File: src/design/rbd_pkg.sv
// Shared constants for the 2x2 RGBA box downsampler.
// Used by the channel lane, the line buffer and the top level.
// No dependencies.
package rbd_pkg;

  // Pixel layout: four 8-bit channels, channel 0 in the low byte.
  localparam int unsigned NumCh  = 4;
  localparam int unsigned ChW    = 8;
  localparam int unsigned PixW   = NumCh * ChW;
  // A pair sum of one channel is held with two more bits than a channel.
  localparam int unsigned SumW   = ChW + 2;
  localparam int unsigned PairW  = NumCh * SumW;

  // Configuration register layout.
  localparam int unsigned DimW   = 13;
  localparam int unsigned CfgIdxW = 1;
  localparam logic [CfgIdxW-1:0] RegImageWidth  = 1'b0;
  localparam logic [CfgIdxW-1:0] RegImageHeight = 1'b1;

  // Frame geometry limits.
  localparam int unsigned MaxWidthDefault = 4096;
  localparam int unsigned HeightLimit     = 4096;
  localparam int unsigned RowW            = 12;
  localparam int unsigned MinDim          = 2;

endpackage

File: src/design/rbd_lane.sv
// One channel lane of the 2x2 box downsampler: horizontal pair sum and
// rounded block mean of one 8-bit channel.
// Depends on rbd_pkg.
module rbd_lane
  import rbd_pkg::*;
(
  input  logic [ChW-1:0]  left_i,
  input  logic [ChW-1:0]  right_i,
  input  logic [SumW-1:0] top_i,
  input  logic [SumW-1:0] bottom_i,
  output logic [SumW-1:0] pair_o,
  output logic [ChW-1:0]  mean_o
);

  logic [SumW:0] block_sum;

  // Sum of the two horizontally adjacent samples.
  assign pair_o = SumW'(left_i) + SumW'(right_i);

  // Four samples plus two, divided by four; the result keeps the low byte.
  assign block_sum = (SumW + 1)'(top_i) + (SumW + 1)'(bottom_i) + (SumW + 1)'(2);
  assign mean_o    = block_sum[ChW+1:2];

endmodule

File: config.mk
export PLATFORM = sky130hd
export DESIGN_NAME = rbd_lane
export DESIGN_NICKNAME = d
export VERILOG_FILES = /design/src/design/rbd_pkg.sv /design/src/design/rbd_lane.sv
export SDC_FILE = /design/constraint.sdc
export NUM_CORES = 1
export LEC_CHECK = 0
export ABC_AREA = 1
export BUFFER_PORTS_ARGS = -buffer_cell sky130_fd_sc_hd__buf_2
export CORE_UTILIZATION = 46
export DETAILED_ROUTE_END_ITERATION = 7
export GPL_ROUTABILITY_DRIVEN = 0
export GPL_TIMING_DRIVEN = 0
export PLACE_DENSITY = 0.89
export REMOVE_ABC_BUFFERS = 1
export SYNTH_ARGS = -nofsm -noshare
export SYNTH_HDL_FRONTEND = slang
export SYNTH_SLANG_ARGS = --single-unit
File: constraint.sdc
create_clock -name vclk -period 3.6
set_clock_uncertainty 0.05 [all_clocks]
set_input_delay 0.9 -clock vclk [all_inputs]
set_output_delay 0.9 -clock vclk [all_outputs]
set_load 0.02 [all_outputs]
==> results of run 1 <==
==> synth_stat cells <==
master	n
a21o_1	2
a21o_2	1
a21oi_1	6
a21oi_2	1
buf_4	1
conb_1	1
fa_1	2
ha_1	23
inv_1	30
inv_2	1
nand2_1	53
nand2_2	1
nand3_1	13
nand4_1	1
nor2_1	5
nor2_2	1
xnor2_1	2
xor2_1	4
==> layer usage <==
layer	share of wire	track usage	vias up
met5	0	0	-
met4	0.0067	0.0121	0
met3	0.029	0	2
met2	0.56	0.423	26
met1	0.40	0.219	477
li1	-	-	569
==> final cells by class <==
| cell class | count | area share |
|---|---|---|
| multi-input cells | 116 | 0.645 |
| repair buffers | 53 | 0.229 |
| inverters | 31 | 0.0996 |
| well taps | 25 | 0.0268 |
==> cell usage in the layout, fill, tap and decap left out, types with 2 or more instances in the layout <==
cell / synthesis / routed
a21o_1: 2 / 2
a21oi_1: 6 / 6
buf_2: 0 / 52
ha_1: 23 / 23
inv_1: 30 / 30
nand2_1: 53 / 53
nand3_1: 13 / 13
nor2_1: 5 / 4
nor2_2: 1 / 2
xnor2_1: 2 / 2
xor2_1: 4 / 4
==> final timing paths <==
check             slack, ns  cells after the start        from         to
setup / recovery       0.16                     14    top_i[1]  mean_o[5]
hold / removal         2.08                      3  right_i[0]  pair_o[0]
==> power by group <==
group / switching (mW) / leakage, nW / internal, mW
sequential: 0 / 0 / 0
clock: 0 / 0 / 0
combinational: 0.160 / 0.820 / 0.103
==> kinds of logic (layout without fill, tap and decap cells) <==
group,count (synthesis),count (layout)
simple gates,74,74
buf+inv,32,84
fa+ha+maj,25,25
compound gates,10,10
xor+xnor,6,6
other cells,1,1
==> metrics by stage <==
step / hold WS, ns / std cells / setup slack, ns / util / total power, mW
floorplan: 1.95 / 147 / 0.267 / - / 0.180
global placement: 2.08 / 225 / 0.129 / 0.665 / 0.248
detailed placement: 2.08 / 225 / 0.0531 / 0.665 / 0.259
CTS: 2.08 / 225 / 0.0496 / 0.665 / 0.261
global route: 2.10 / 225 / 0.00785 / 0.670 / 0.292
finish: 2.08 / 225 / 0.163 / 0.670 / 0.262
==> critical path, delay by kind of cell <==
family | cells | cell delay (ns)
simple gates | 7 | 0.57
fa+ha+maj | 2 | 0.64
buf+inv | 5 | 0.38
==> summary.txt, run 1 <==
Yosys
  • Simple-gate area share of the yosys netlist: 0.346
  • Post-Syn Area per Cell: between 5 and 6 µm²
  • Seq/Total Area, Yosys: 0
  • Multiplexer area fraction after synthesis: 0
  • Mapped cell area: 872 µm²
  • Yosys top cell area share: 0.330
  • Mapped Cells: 148
  • XOR/XNOR share of the synthesized area: 0.0603
  • Synth cell types: 18
  • Synth Area in Compound Gates: 0.0717
  • Top cells by area, synth: ha_1 (33%), nand2_1 (23%), inv_1 (13%), nand3_1 (7.5%), fa_1 (4.6%)
  • Synth warnings: 0
  • Largest family of logic cells by synthesized area: adder cells
  • Adder-cell share of the synthesized area: 0.376
  • Synth area leader: ha_1

Layout
  • Area of the multi-input gates: 753 µm²
  • Final net count: 263
  • Layout cells sized above 1: 0.300
  • Number of inserted diodes: 0
  • Clk_buf instances: 0
  • Filler cells: between 150 and 200
  • Area grow syn2layout: 34.0%
  • Design area: 1170 µm²
  • Flip-flop and latch count: 0
  • FF+latch area: 0 µm²

Floorplanning
  • Initial cell density of the core: 0.500
  • Die W: 45.5 µm
  • Die area: 2070 µm²
  • Number of cell rows: 15
  • Num ports: 54
  • Core Box Area: 1750 µm²
  • Die height: 45.5 µm

Setup path
  • WP data required: 2.65 ns
  • Crit-path cells: buf_2, inv_1, ha_1, nor2_2, inv_1, fa_2, inv_1, nand2_1, nand2_1, nand4_1, nand2_1, nand2_1, nand2_1, buf_4
  • CP max-delay cell: fa_2
  • Most used cell, CP: nand2_1
  • Slowest stage delay, CP: 0.35 ns
  • Crit Path Max Fanout: 3
  • Crit path kind: input port to primary output
  • Crit end category: primary output
  • Crit start category: input port
  • Worst EP arrival: 2.49 ns

Pwr
  • PD cells: 224 nW/µm²
  • Maximum ir drop on the vdd rail: between 0.1 and 0.15 mV
  • Static leakage: 0.820 nW

STA
  • Final hold vios: 0
  • Fin crit share: 0.955
  • RSZ-0062 raised after global routing: false
  • Final setup fails: 0
  • Final min period: 3.44 ns
  • Post-route setup TNS: 0 ns
  • FMAX: between 0.2 and 0.3 GHz
  • Max Slew Vio Count: 0

Placed design
  • IO Port Bufs: 53
  • Cell Area, Placed: 1160 µm²
  • DP Wirelength: 1880 µm

Global routing
  • Largest net degree at the start of global routing: 7
  • Global Route Usage Sum: 0.198
  • First-pass GRT wire length: 3230 µm
  • GR Overflow Total: 0
  • Initial antenna violation count: 0
  • Vias in the first global route: about 890

Drt
  • Final wirelength: 2090 µm
  • Number of remaining DRC errors: 0
  • Starting DRT DRC Count: 13
  • Post-DR wirelength/cell: 9.30 µm
  • Post-route ant nets: 0
  • DR pass1 iterations: 4
  • Vias per inst: about 4.8
  • Vias post-DR: 1074

Job
  • Max_cap viols: 0

Clock tree
  • Post-CTS repair timing setup buffer count: 0
  • Cts repair resizes: 0
  • Post-CTS Hold Buffers: 0

Status
  • Status: completed

Hold path
  • Hold Path Class: input port to primary output
(Power assumes the default switching activity.)
==> inputs of run 2 (changes only) <==
Settings changed: CORE_ASPECT_RATIO set to 0.9, RECOVER_POWER set to 100.
==> run 2 against run 1 <==
  * Maximum frequency fell by 1.7%
  * Via count fell by 1.5%
  * Routed wire length fell by 5.7%
==> summary.txt, run 2 (same netlist as run 1, synthesis figures left out) <==
Status
  • Status: completed

Floorplanning
  • Die area: 2070 µm² (about the same)
  • Core Box Area: 1720 µm² (-1.6%)
  • Num ports: 54 (unchanged)
  • Die height: 43.3 µm (-4.9%)
  • Initial cell density of the core: 0.508 (+0.00838)
  • Number of cell rows: 14 (-1)
  • Die W: 47.9 µm (+5.2%)

Drt
  • Starting DRT DRC Count: 11 (-2)
  • Post-DR wirelength/cell: 8.80 µm (-5.3%)
  • Post-route ant nets: 0 (unchanged)
  • Vias per inst: 4.72 (-1.0%)
  • DR pass1 iterations: 4 (unchanged)
  • Vias post-DR: 1058 (-1.5%)
  • Final wirelength: 1970 µm (-5.7%)
  • Number of remaining DRC errors: 0 (unchanged)

Job
  • Max_cap viols: 0 (unchanged)

Pwr
  • PD cells: 219 nW/µm² (-2.5%)
  • Static leakage: 0.780 nW (-4.9%)
  • Maximum ir drop on the vdd rail: 0.127 mV (-2.0%)

STA
  • RSZ-0062 raised after global routing: false
  • Final setup fails: 0 (unchanged)
  • Final min period: 3.50 ns (+0.0589 ns)
  • Final hold vios: 0 (unchanged)
  • FMAX: 0.286 GHz (-1.7%)
  • Max Slew Vio Count: 0 (unchanged)
  • Fin crit share: 0.971 (+0.0164)
  • Post-route setup TNS: 0 ns (unchanged)

Setup path
  • Crit path launch: top_i[1]
  • Crit start category: input port
  • Crit Path Max Fanout: 3 (unchanged)
  • Worst EP arrival: 2.55 ns (+0.06 ns)
  • Crit path kind: input port to primary output
  • WP data required: 2.65 ns (about the same)
  • Crit end category: primary output

Global routing
  • Initial antenna violation count: 0 (unchanged)
  • Largest net degree at the start of global routing: 7 (unchanged)
  • GR Overflow Total: 0 (unchanged)
  • First-pass GRT wire length: 2930 µm (-9.2%)
  • Global Route Usage Sum: 0.182 (-0.0164)
  • Vias in the first global route: 852 (-4.4%)

Layout
  • Flip-flop and latch count: 0 (unchanged)
  • Design area: 1150 µm² (-1.8%)
  • FF+latch area: 0 µm² (unchanged)
  • Area of the multi-input gates: 753 µm² (unchanged)
  • Commonest non-fill, non-tap cell in the layout: nand2_1
  • Final net count: 263 (unchanged)
  • Layout cells sized above 1: 0.230 (-0.0700)
  • Filler cells: 185 (+6.3%)
  • Area grow syn2layout: 31.6%
  • Clk_buf instances: 0 (unchanged)
  • Number of inserted diodes: 0 (unchanged)
  • Layout Utilization: 0.668 (-0.00117)
  • Most frequent cells in the layout: nand2_1 (53), buf_2 (37), inv_1 (30)

Clock tree
  • Post-CTS Hold Buffers: 0 (unchanged)
  • Post-CTS repair timing setup buffer count: 0 (unchanged)

Hold path
  • Hold Path Class: input port to primary output
  • Min-Delay Startpoint: right_i[0]

Placed design
  • Cell Area, Placed: 1160 µm² (-0.11%)
  • DP Wirelength: 1810 µm (-3.6%)
  • IO Port Bufs: 53 (unchanged)
## run 2: changes by cell type in the layout (fill, tap and decap cells not counted), sizes merged
| cell | previous run | this run |
|---|---|---|
| clkbuf | 0 | 16 |
| buf | 53 | 37 |
## run 2: what timing repair did
action,in CTS,in global routing
endpoints found under the hold margin,0,0
resized for setup,0,2
setup endpoints to repair,0,2
## run 2: report_power, final
part           internal, mW  switching, mW
Combinational        0.0918          0.159
Sequential                0              0
Clock                     0              0
Total                0.0918          0.159
## run 2: final cells by class
cell class,instances,share of cell area
Timing Repair Buffer,53,0.216
Inverter,31,0.101
Multi-Input combinational cell,116,0.656
Tap cell,24,0.0262
## run 2: routing by layer
metal | part of all wire | GRT usage
met5 | 0 | 0
met4 | 0 | 0
met3 | 0.041 | 0
met2 | 0.55 | 0.405
met1 | 0.41 | 0.179
## run 2: worst paths after layout
kind	slack [ns]	depth (start not counted)	endpoint
worst max-delay path	0.10	14	mean_o[5]
worst min-delay path	2.15	3	pair_o[0]
## run 2: per-stage QoR
step / power [mW] / worst slack (ns) / instances / hold slack, ns
4_1_cts: 0.260 / 0.0479 / 224 / 2.08
5_1_grt: 0.278 / 0.0310 / 224 / 2.17
6_report: 0.251 / 0.104 / 224 / 2.15
2_1_floorplan: 0.180 / 0.267 / 147 / 1.95
3_5_place_dp: 0.258 / 0.0548 / 224 / 2.08
3_3_place_gp: 0.248 / 0.136 / 224 / 2.08
## run 2: critical path, stage by stage
cell and delay, ns:
buf_2 0.08, inv_1 0.04, ha_1 0.29, nor2_2 0.13, inv_1 0.06, fa_2 0.34, inv_1 0.06, nand2_1 0.04
nand2_1 0.10, nand4_1 0.12, nand2_1 0.09, nand2_1 0.05, nand2_1 0.07, clkbuf_2 0.17
